`config.mk`:
```
export PLATFORM = sky130hd
export DESIGN_NAME = touch_joystick_deflection
export DESIGN_NICKNAME = d
export VERILOG_FILES = /design/src/hw/rtl/tjd_pkg.sv /design/src/hw/rtl/touch_joystick_deflection.sv
export SDC_FILE = /design/constraint.sdc
export NUM_CORES = 1
export LEC_CHECK = 0
export ABC_AREA = 0
export BUFFER_PORTS_ARGS = -buffer_cell sky130_fd_sc_hd__buf_2
export CAP_MARGIN = 0
export CORE_ASPECT_RATIO = 0.75
export CORE_UTILIZATION = 41
export DETAILED_ROUTE_END_ITERATION = 10
export SETUP_SLACK_MARGIN = 0.1
export SYNTH_ARGS = -nofsm -noshare
export SYNTH_HDL_FRONTEND = slang
export SYNTH_SLANG_ARGS = --single-unit
```
`constraint.sdc`:
```
create_clock -name clk -period 9.5 [get_ports clk]
set_input_delay 1.425 -clock clk [delete_from_list [all_inputs] [get_ports clk]]
set_output_delay 1.425 -clock clk [all_outputs]
set_load 0.02 [all_outputs]
```
`src/hw/rtl/tjd_pkg.sv`:
```
// Package for the touch joystick deflection block.
// Holds the widths, command codes, register indexes and scaling constants.
// No dependencies.
`default_nettype none

package tjd_pkg;

    localparam int COORD_WIDTH_DEF = 12;
    localparam int CMD_W           = 2;
    localparam int CFG_IDX_W       = 3;
    localparam int DEFLECT_W       = 11;
    localparam int DEFLECT_FULL    = 1000;
    localparam int QUOT_W          = 11;
    localparam int STEP_W          = $clog2(QUOT_W);

    localparam logic [CMD_W-1:0] CMD_PRESS   = 2'd0;
    localparam logic [CMD_W-1:0] CMD_MOVE    = 2'd1;
    localparam logic [CMD_W-1:0] CMD_RELEASE = 2'd2;

    localparam logic [CFG_IDX_W-1:0] CFG_AREA_LEFT   = 3'd0;
    localparam logic [CFG_IDX_W-1:0] CFG_AREA_TOP    = 3'd1;
    localparam logic [CFG_IDX_W-1:0] CFG_AREA_WIDTH  = 3'd2;
    localparam logic [CFG_IDX_W-1:0] CFG_AREA_HEIGHT = 3'd3;
    localparam logic [CFG_IDX_W-1:0] CFG_SELF_CENTER = 3'd4;

endpackage

`default_nettype wire

```
`src/hw/rtl/touch_joystick_deflection.sv`:
```
// Top level of the touch joystick deflection block.
// Uses tjd_pkg; one shared restoring divider serves both axes in turn.
//
// Channel   Direction  Handshake             Contents
// in        input      in_valid / in_stall   cmd, point_x, point_y
// out       output     out_valid / out_stall handled, moved, deflect_x, deflect_y, engaged
// cfg       input      cfg_valid / cfg_ready cfg_index, cfg_data
//
// A press, or a move while engaged, works out both axes in turn before the result word:
// each axis passes through a multiply (S_LOAD), a range check (S_CHECK), eleven divider steps
// (S_DIV) and a store (S_AXIS), and the result register loads after the second axis is stored
// and the output is free. A saturating axis skips its divider steps; other words finish in S_IDLE.
// Reset clears the engaged state, the stored deflection and the config registers to defaults.
// A new word is taken only when the block is idle and the result register can be loaded.
`default_nettype none

module touch_joystick_deflection #(
    parameter int COORD_WIDTH = tjd_pkg::COORD_WIDTH_DEF
) (
    input  wire                                 clk,
    input  wire                                 rst_n,
    input  wire                                 in_valid,
    output logic                                in_stall,
    input  wire  [tjd_pkg::CMD_W-1:0]           cmd,
    input  wire  [COORD_WIDTH-1:0]              point_x,
    input  wire  [COORD_WIDTH-1:0]              point_y,
    output logic                                out_valid,
    input  wire                                 out_stall,
    output logic                                handled,
    output logic                                moved,
    output logic signed [tjd_pkg::DEFLECT_W-1:0] deflect_x,
    output logic signed [tjd_pkg::DEFLECT_W-1:0] deflect_y,
    output logic                                engaged,
    input  wire                                 cfg_valid,
    output logic                                cfg_ready,
    input  wire  [tjd_pkg::CFG_IDX_W-1:0]       cfg_index,
    input  wire  [COORD_WIDTH-1:0]              cfg_data
);
    import tjd_pkg::*;

    localparam int CW = COORD_WIDTH;
    localparam int PW = CW + 11;

    typedef enum logic [4:0] {
        S_IDLE  = 5'b00001,
        S_LOAD  = 5'b00010,
        S_CHECK = 5'b00100,
        S_DIV   = 5'b01000,
        S_AXIS  = 5'b10000
    } state_t;

    state_t state_reg, state_next;
    logic   done_reg, done_next;
    logic   axis_reg, axis_next;
    logic   active_reg, active_next;
    logic   out_valid_reg, out_valid_next;
    logic   [CW-1:0] left_reg, top_reg, width_reg, height_reg;
    logic   center_reg;
    logic signed [DEFLECT_W-1:0] pos_x_reg, pos_x_next, pos_y_reg, pos_y_next;

    logic   [CW-1:0]     px_reg, py_reg;
    logic   [PW-1:0]     rem_reg, rem_next, dvs_reg, dvs_next;
    logic   [QUOT_W-1:0] quot_reg, quot_next;
    logic   [STEP_W-1:0] step_reg, step_next;
    logic                neg_reg, neg_next;
    logic signed [DEFLECT_W-1:0] nx_reg, nx_next, ny_reg, ny_next;
    logic                handled_reg, handled_next, moved_reg, moved_next, engaged_reg, engaged_next;
    logic signed [DEFLECT_W-1:0] dx_reg, dx_next, dy_reg, dy_next;

    logic                accept, out_free;
    logic [CW-1:0]       point_cur, edge_cur, size_cur;
    logic [CW-2:0]       half_raw, half_eff;
    logic [CW:0]         centre;
    logic [CW+1:0]       diff;
    logic [CW:0]         diff_abs;
    logic [PW-1:0]       prod, limit, ge_sub;
    logic                ge;
    logic [QUOT_W-1:0]   qmag;
    logic signed [DEFLECT_W-1:0] axis_val;

    assign cfg_ready = 1'b1;
    assign out_free  = !out_valid_reg || !out_stall;
    assign in_stall  = (state_reg != S_IDLE) || done_reg || !out_free;
    assign accept    = in_valid && !in_stall;

    assign out_valid = out_valid_reg;
    assign handled   = handled_reg;
    assign moved     = moved_reg;
    assign deflect_x = dx_reg;
    assign deflect_y = dy_reg;
    assign engaged   = engaged_reg;

    assign point_cur = axis_reg ? py_reg : px_reg;
    assign edge_cur  = axis_reg ? top_reg : left_reg;
    assign size_cur  = axis_reg ? height_reg : width_reg;
    assign half_raw  = size_cur[CW-1:1];
    assign half_eff  = (half_raw == '0) ? (CW-1)'(1) : half_raw;
    assign centre    = (CW+1)'(edge_cur) + (CW+1)'(half_raw);
    assign diff      = (CW+2)'(point_cur) - (CW+2)'(centre);
    assign diff_abs  = diff[CW+1] ? (CW+1)'(~diff + (CW+2)'(1)) : diff[CW:0];
    assign prod      = PW'(diff_abs) * PW'(DEFLECT_FULL);
    assign limit     = PW'(half_eff) << QUOT_W;
    assign ge        = rem_reg >= dvs_reg;
    assign ge_sub    = rem_reg - dvs_reg;
    assign qmag      = (quot_reg > QUOT_W'(DEFLECT_FULL)) ? QUOT_W'(DEFLECT_FULL) : quot_reg;
    assign axis_val  = neg_reg ? -$signed(qmag) : $signed(qmag);

    always_comb
    begin
        state_next     = state_reg;
        done_next      = done_reg;
        axis_next      = axis_reg;
        active_next    = active_reg;
        pos_x_next     = pos_x_reg;
        pos_y_next     = pos_y_reg;
        out_valid_next = out_valid_reg && out_stall;
        rem_next       = rem_reg;
        dvs_next       = dvs_reg;
        quot_next      = quot_reg;
        step_next      = step_reg;
        neg_next       = neg_reg;
        nx_next        = nx_reg;
        ny_next        = ny_reg;
        handled_next   = handled_reg;
        moved_next     = moved_reg;
        engaged_next   = engaged_reg;
        dx_next        = dx_reg;
        dy_next        = dy_reg;

        case (state_reg)
            S_IDLE:
            begin
                if (done_reg && out_free)
                begin
                    done_next      = 1'b0;
                    out_valid_next = 1'b1;
                    handled_next   = 1'b1;
                    moved_next     = (nx_reg != pos_x_reg) || (ny_reg != pos_y_reg);
                    pos_x_next     = nx_reg;
                    pos_y_next     = ny_reg;
                    dx_next        = nx_reg;
                    dy_next        = ny_reg;
                    engaged_next   = active_reg;
                end
                else if (accept)
                begin
                    handled_next = 1'b0;
                    moved_next   = 1'b0;
                    dx_next      = pos_x_reg;
                    dy_next      = pos_y_reg;
                    engaged_next = active_reg;
                    case (cmd)
                        CMD_PRESS:
                        begin
                            active_next = 1'b1;
                            axis_next   = 1'b0;
                            state_next  = S_LOAD;
                        end
                        CMD_MOVE:
                        begin
                            if (active_reg)
                            begin
                                axis_next  = 1'b0;
                                state_next = S_LOAD;
                            end
                            else
                            begin
                                out_valid_next = 1'b1;
                            end
                        end
                        CMD_RELEASE:
                        begin
                            out_valid_next = 1'b1;
                            if (active_reg)
                            begin
                                active_next  = 1'b0;
                                engaged_next = 1'b0;
                                handled_next = 1'b1;
                                if (center_reg && (pos_x_reg != '0 || pos_y_reg != '0))
                                begin
                                    pos_x_next = '0;
                                    pos_y_next = '0;
                                    dx_next    = '0;
                                    dy_next    = '0;
                                    moved_next = 1'b1;
                                end
                            end
                        end
                        default:
                        begin
                            out_valid_next = 1'b1;
                        end
                    endcase
                end
            end
            S_LOAD:
            begin
                rem_next   = prod;
                neg_next   = diff[CW+1];
                state_next = S_CHECK;
            end
            S_CHECK:
            begin
                if (rem_reg >= limit)
                begin
                    quot_next  = '1;
                    state_next = S_AXIS;
                end
                else
                begin
                    quot_next  = '0;
                    dvs_next   = PW'(half_eff) << (QUOT_W - 1);
                    step_next  = STEP_W'(QUOT_W - 1);
                    state_next = S_DIV;
                end
            end
            S_DIV:
            begin
                if (ge)
                begin
                    rem_next = ge_sub;
                end
                quot_next = {quot_reg[QUOT_W-2:0], ge};
                dvs_next  = dvs_reg >> 1;
                step_next = step_reg - STEP_W'(1);
                if (step_reg == '0)
                begin
                    state_next = S_AXIS;
                end
            end
            S_AXIS:
            begin
                if (!axis_reg)
                begin
                    nx_next    = axis_val;
                    axis_next  = 1'b1;
                    state_next = S_LOAD;
                end
                else
                begin
                    ny_next    = axis_val;
                    done_next  = 1'b1;
                    state_next = S_IDLE;
                end
            end
            default:
            begin
                state_next = S_IDLE;
            end
        endcase
    end

    always_ff @(posedge clk or negedge rst_n)
    begin
        if (!rst_n)
        begin
            state_reg     <= S_IDLE;
            done_reg      <= 1'b0;
            axis_reg      <= 1'b0;
            active_reg    <= 1'b0;
            pos_x_reg     <= '0;
            pos_y_reg     <= '0;
            out_valid_reg <= 1'b0;
            left_reg      <= '0;
            top_reg       <= '0;
            width_reg     <= '0;
            height_reg    <= '0;
            center_reg    <= 1'b1;
        end
        else
        begin
            state_reg     <= state_next;
            done_reg      <= done_next;
            axis_reg      <= axis_next;
            active_reg    <= active_next;
            pos_x_reg     <= pos_x_next;
            pos_y_reg     <= pos_y_next;
            out_valid_reg <= out_valid_next;
            if (cfg_valid && cfg_ready)
            begin
                case (cfg_index)
                    CFG_AREA_LEFT:   left_reg   <= cfg_data;
                    CFG_AREA_TOP:    top_reg    <= cfg_data;
                    CFG_AREA_WIDTH:  width_reg  <= cfg_data;
                    CFG_AREA_HEIGHT: height_reg <= cfg_data;
                    CFG_SELF_CENTER: center_reg <= cfg_data[0];
                    default:
                    begin
                    end
                endcase
            end
        end
    end

    always_ff @(posedge clk)
    begin
        if (accept)
        begin
            px_reg <= point_x;
            py_reg <= point_y;
        end
        rem_reg     <= rem_next;
        dvs_reg     <= dvs_next;
        quot_reg    <= quot_next;
        step_reg    <= step_next;
        neg_reg     <= neg_next;
        nx_reg      <= nx_next;
        ny_reg      <= ny_next;
        handled_reg <= handled_next;
        moved_reg   <= moved_next;
        engaged_reg <= engaged_next;
        dx_reg      <= dx_next;
        dy_reg      <= dy_next;
    end

`ifndef SYNTHESIS
    a_range: assert property (@(posedge clk) disable iff (!rst_n)
        out_valid |-> (dx_reg <= 11'sd1000 && dx_reg >= -11'sd1000 &&
                       dy_reg <= 11'sd1000 && dy_reg >= -11'sd1000))
        else $error("Deflection word out of range.");
    a_moved: assert property (@(posedge clk) disable iff (!rst_n)
        out_valid |-> (handled || !moved))
        else $error("Unhandled word reports a change.");
    a_busy: assert property (@(posedge clk) disable iff (!rst_n)
        accept |=> (out_valid_reg || state_reg != S_IDLE))
        else $error("Accepted word produced no work.");
    a_center: assert property (@(posedge clk) disable iff (!rst_n)
        (out_valid && moved && !engaged) |-> (dx_reg == '0 && dy_reg == '0))
        else $error("Release changed the deflection to a nonzero value.");
`endif

endmodule

`default_nettype wire
```
==> metrics.txt, run 1 <==
status completed; slowest stage delay, CP 0.75 ns; final worst slack roughly 0.82 ns; pin count of the biggest net entering global routing 78; Skew-Pair Late Insertion Delay 0.53 ns; die height between 150 and 200 µm; die area 0.0340 mm²; vias per cell approximately 5.2; Root Buffer clkbuf_16; Routed Antenna Nets 0; maximum fanout along the worst path 34; initial core utilization 0.419; post-synth top area share 0.289; Synth Register Bits 209; RSZ-0062 raised after global routing no; CP max stage cell dfrtp_4; First DRT Iteration DRCs 720; Util after Layout 0.471; initial antenna violation count 0; Crit path required time just under 10 ns; Crit path top cell by count fa_1; CTS tree built; total track usage 0.186; slew margin rel. 0.215; FP Rows 57; Post-synth top flop edfxtp_1; first-pass GRT wire length between 50,000 and 60,000 µm; Setup Skew between 0.015 and 0.02 ns; ranking of synthesized cells by area edfxtp_1 29%, dfrtp_1 14%, ha_1 8.5%; Synth async-reset ratio 0.373; period utilisation layout 0.914; drt total wl between 30,000 and 40,000 µm; max reg flops 23; vias in the first global route 9,108; post-DP HPWL 23,200 µm; n_diodes 0; WP buf/inv 5; Num CTS Buffers 23; dpl cells 1,750; synth unique cells 80; Non-Filler Instances ~1,800; post-synthesis cell area 0.0136 mm²; layout cells sized above 1 0.156; Hold Vio Cnt, Final 0; die extent in x 212 µm; setup TNS 0 ns; Syn Nets ~1,400; number of port buffers 72; total gr overflow 0; CP startpoint kind flop; fin crit period just under 9 ns; hold crit path type reg -> reg; Synth Instances 1,259; Max-Cap Viols 0; final setup vio count 0; Placement Setup Slack 0.524 ns; worst slew pin tran 1.17 ns; Layout area overhead 12.3%; fin. max-slew vios 0; Yosys top cell by area edfxtp_1; clk slew on worst S/H paths 0.06 ns; core area around 0.033 mm²; Via Count 9,379; fmax roughly 120 MHz; CTS HTree Levels 1; Setup CP Type reg -> reg; Nets around 1,500; Pre-antenna DRT Iters 5; Ys Warns 0; DRC violations left 0; Final Wtd Congestion between 0.8 and 0.9; WP data arrival 8.93 ns; clock sink total 209; wire length per cell 17.0 µm; Post-synth EDFFs 131; Seq/Total Area, Yosys 0.432; syn_area_per_cell around 11 µm²; IO Pins 74; most frequent cells in the layout 134 x nand2_1, 131 x edfxtp_1, 112 x inv_1, 93 x ha_1, 75 x dfrtp_1; commonest non-fill, non-tap cell in the layout nand2_1; clk buf depth 3; CP top delay family adder cells; CP Capture Type flop
per-layer routing:
| layer | routed length, µm | up-vias | global-route usage |
|---|---|---|---|
| li1 | - | 4617 | - |
| met2 | 12900 | 198 | 0.274 |
| met4 | 328 | 0 | 0.0271 |
| met3 | 1330 | 27 | 0.0265 |
| met5 | 0 | - | 0 |
| met1 | 15800 | 4537 | 0.291 |
path summary, 6_finish.rpt:
path	start	end	slack, ns	cells past startpoint
min in group asynchronous	rst_n	pos_y_reg[7]	0.71	1
setup / recovery	axis_reg	rem_reg[21]	0.82	29
max in group asynchronous	rst_n	axis_reg	7.56	2
hold reg to reg	top_reg[4]	top_reg[4]	0.51	1
hold / removal	top_reg[4]	top_reg[4]	0.51	1
setup reg to reg	axis_reg	rem_reg[21]	0.82	29
cells in the mapped netlist (all sizes together), types with 23 or more instances:
cell / instances
nand2: 134
xnor2: 51
edfxtp: 131
ha: 93
clkbuf: 30
nor3: 25
dfrtp: 76
inv: 113
fa: 46
xor2: 38
mux2: 60
a21oi: 58
o21ai: 42
a22o: 23
a21o: 26
nor2: 71
mux2i: 33
metrics by stage:
step,hold WS [ns],area [µm²]
global placement,0.491,14500
finish,0.505,15300
CTS,0.509,15300
floorplan,0.475,13600
global route,0.521,15300
detailed placement,0.496,14500
worst register-to-register path: cells and delay by family (launching register included):
kind / cells / cell delay, ns
adders and majority gates: 7 / 2.89
and+or+nand+nor: 8 / 1.36
AOI/OAI and AO/OA: 4 / 1.32
xor gates and xnor gates: 3 / 0.93
DFF: 1 / 0.75
buffers and inverters: 5 / 0.65
muxes: 2 / 0.48
kinds of logic (layout without fill, tap and decap cells):
group / after synthesis / in the layout / share of synthesized area
XOR/XNOR: 89 / 89 / 0.0603
AO/OA/AOI/OAI: 233 / 233 / 0.115
flip-flops: 209 / 209 / 0.432
adder cells (fa/ha/maj): 140 / 140 / 0.154
other: 1 / 1 / 0.000275
AND/OR/NAND/NOR: 342 / 342 / 0.122
buffers and inverters: 152 / 242 / 0.0423
multiplexers: 93 / 93 / 0.0741
layout make-up:
cell class / instances / area [µm²]
inverter: 113 / 424
clock inverter: 7 / 93.8
sequential: 209 / 5890
clock buffer: 34 / 658
tap: 442 / 553
multi-input combinational: 898 / 7200
timing repair buffer: 88 / 483
fill: 3039 / 17200
what timing repair did:
action	CTS	global route
setup endpoints to repair	0	2
buffers inserted	0	0
hold buffers	0	0
resized for setup	0	2
Power of run 1 is not shown: default switching activity piles up to over one toggle a cycle in this logic, so the estimate is an artifact.
==> run 2: changes to the inputs <==
--- a/config.mk
+++ b/config.mk
@@ -9,8 +9,9 @@
 export BUFFER_PORTS_ARGS = -buffer_cell sky130_fd_sc_hd__buf_2
 export CAP_MARGIN = 0
 export CORE_ASPECT_RATIO = 0.75
-export CORE_UTILIZATION = 41
+export CORE_UTILIZATION = 55
 export DETAILED_ROUTE_END_ITERATION = 10
+export PLACE_DENSITY = 0.73
 export SETUP_SLACK_MARGIN = 0.1
 export SYNTH_ARGS = -nofsm -noshare
 export SYNTH_HDL_FRONTEND = slang
==> run 2 against run 1 <==
- clock skew fell by 0.0072 ns
- cell count down 6.4%
- highest routed layer unchanged
- core utilization grew 15 points
- final area shrank 1.5%
- first-iteration DRC count fell by 20%
- global-route usage grew 4.9 points
- register-to-register slack worse by 0.08 ns
==> metrics.txt, run 2 (synthesis results as in run 1) <==
hold crit path type reg -> reg; Max-Cap Viols 0 (unchanged); wire length per cell 17.4 µm (+2.7%); n_diodes 0 (unchanged); period utilisation layout 0.922 (+0.00803); setup TNS 0 ns (unchanged); first-pass GRT wire length 47,700 µm (-4.8%); vias in the first global route 9,168 (+0.66%); FP Rows 49 (-14%); fin crit period 8.76 ns (+0.0763 ns); slowest stage delay, CP 0.77 ns (+0.02 ns); Routed Antenna Nets 0 (unchanged); clk buf depth 3 (unchanged); worst slew pin tran 1.16 ns (-0.0186 ns); Setup Skew 0.0109 ns (-0.00720 ns); Setup CP Type reg -> reg; Nets 1,514 (-0.26%); die extent in x 184 µm (-14%); final instance area 0.0151 mm² (-1.5%); die area 0.0254 mm² (-25%); Skew-Pair Late Insertion Delay 0.50 ns (-0.03 ns); RSZ-0062 raised after global routing no; Num CTS Buffers 22 (-4.3%); CTS HTree Levels 1 (unchanged); status completed; CTS tree built; CTS Hold Buffers Added 0 (unchanged); max reg flops 23 (unchanged); pin count of the biggest net entering global routing 78 (unchanged); hold_ws 0.508 ns (+0.00228 ns); clock sink total 209 (unchanged); total track usage 0.235 (+0.0490); Crit path required time 9.71 ns (-0.04 ns); die height 138 µm (-13%); vias per cell 5.70 (+8.9%); Setup Buffers After CTS 0 (unchanged); commonest non-fill, non-tap cell in the layout nand2_1; drt total wl 29,200 µm (-3.9%); clk slew on worst S/H paths 0.06 ns (about the same); Pre-antenna DRT Iters 5 (unchanged); placement-stage cell area 0.0144 mm² (-1.1%); post-DP HPWL 22,000 µm (-5.2%); IO Pins 74 (unchanged); fmax 114 MHz (-0.87%); CP Capture Type flop; CP max stage cell dfrtp_4; DRC violations left 0 (unchanged); fin. max-slew vios 0 (unchanged); WP data arrival 8.97 ns (+0.04 ns); First DRT Iteration DRCs 575 (-20%); slew margin rel. 0.227 (+0.0124); final setup vio count 0 (unchanged); Layout area overhead 10.7%; CP startpoint kind flop; initial core utilization 0.564 (+0.145); layout cells sized above 1 0.153 (-0.00325); core area 0.0242 mm² (-26%); most frequent cells in the layout 134 x nand2_1, 131 x edfxtp_1, 112 x inv_1, 93 x ha_1, 75 x dfrtp_1; Util after Layout 0.624 (+0.154); Crit path top cell by count fa_1; Final Wtd Congestion 0.904 (+5.3%); maximum fanout along the worst path 35 (+2.9%); number of port buffers 72 (unchanged); initial antenna violation count 0 (unchanged); Root Buffer clkbuf_16; Via Count 9,554 (+1.9%); Hold Vio Cnt, Final 0 (unchanged); total gr overflow 0 (unchanged)
-- run 2: changes by cell type in the layout (fill, tap and decap cells not counted), sizes merged --
cell and change:
bufinv -1, clkinv +1, inv +1, buf -3
clkbuf -2
-- run 2: timing repair --
action | in CTS | in global routing
resized for setup | 0 | 1
endpoints found under the setup margin | 0 | 2
endpoints found under the hold margin | 0 | 0
-- run 2: worst max-delay path, delay by kind of cell (launching register included) --
family / cells / cell delay (ns)
muxes: 2 / 0.47
AOI/OAI and AO/OA: 6 / 1.42
DFF: 1 / 0.77
adders and majority gates: 7 / 3.10
buffers and inverters: 5 / 0.72
xor gates and xnor gates: 3 / 0.80
and+or+nand+nor: 5 / 1.17
-- run 2: final cells by class --
| class | instances | area, µm² |
|---|---|---|
| fillers | 1945 | 9070 |
| multi-input cells | 898 | 7190 |
| flip-flops and latches | 209 | 5890 |
| clock buffers | 32 | 619 |
| repair buffers | 85 | 460 |
| inverters | 113 | 424 |
| well taps | 331 | 414 |
| clock inverters | 8 | 78.8 |
-- run 2: per-stage QoR --
stage | cells | setup slack (ns)
after floorplan | 1259 | 0.725
after global placement | 1636 | 0.911
after detailed placement | 1636 | 0.629
after CTS | 1676 | 0.572
after global routing | 1676 | 0.183
final | 1676 | 0.744
-- run 2: path summary, 6_finish.rpt --
check                            from           end  slack (ns)  cells after the start
max                          axis_reg   rem_reg[21]        0.74                     28
min                        top_reg[0]    top_reg[0]        0.51                      1
max reg2reg                  axis_reg   rem_reg[21]        0.74                     28
min reg2reg                top_reg[0]    top_reg[0]        0.51                      1
max in group asynchronous       rst_n      axis_reg        7.60                      2
min in group asynchronous       rst_n  pos_x_reg[1]        0.76                      1
-- run 2: per-layer routing --
| metal | up-vias | GRT usage | share of wire |
|---|---|---|---|
| met2 | 254 | 0.361 | 0.45 |
| li1 | 4618 | - | - |
| met1 | 4628 | 0.352 | 0.48 |
| met5 | - | 0 | 0 |
| met3 | 54 | 0.0300 | 0.052 |
| met4 | 0 | 0.0566 | 0.022 |
Power of run 2 is left out for the same reason.
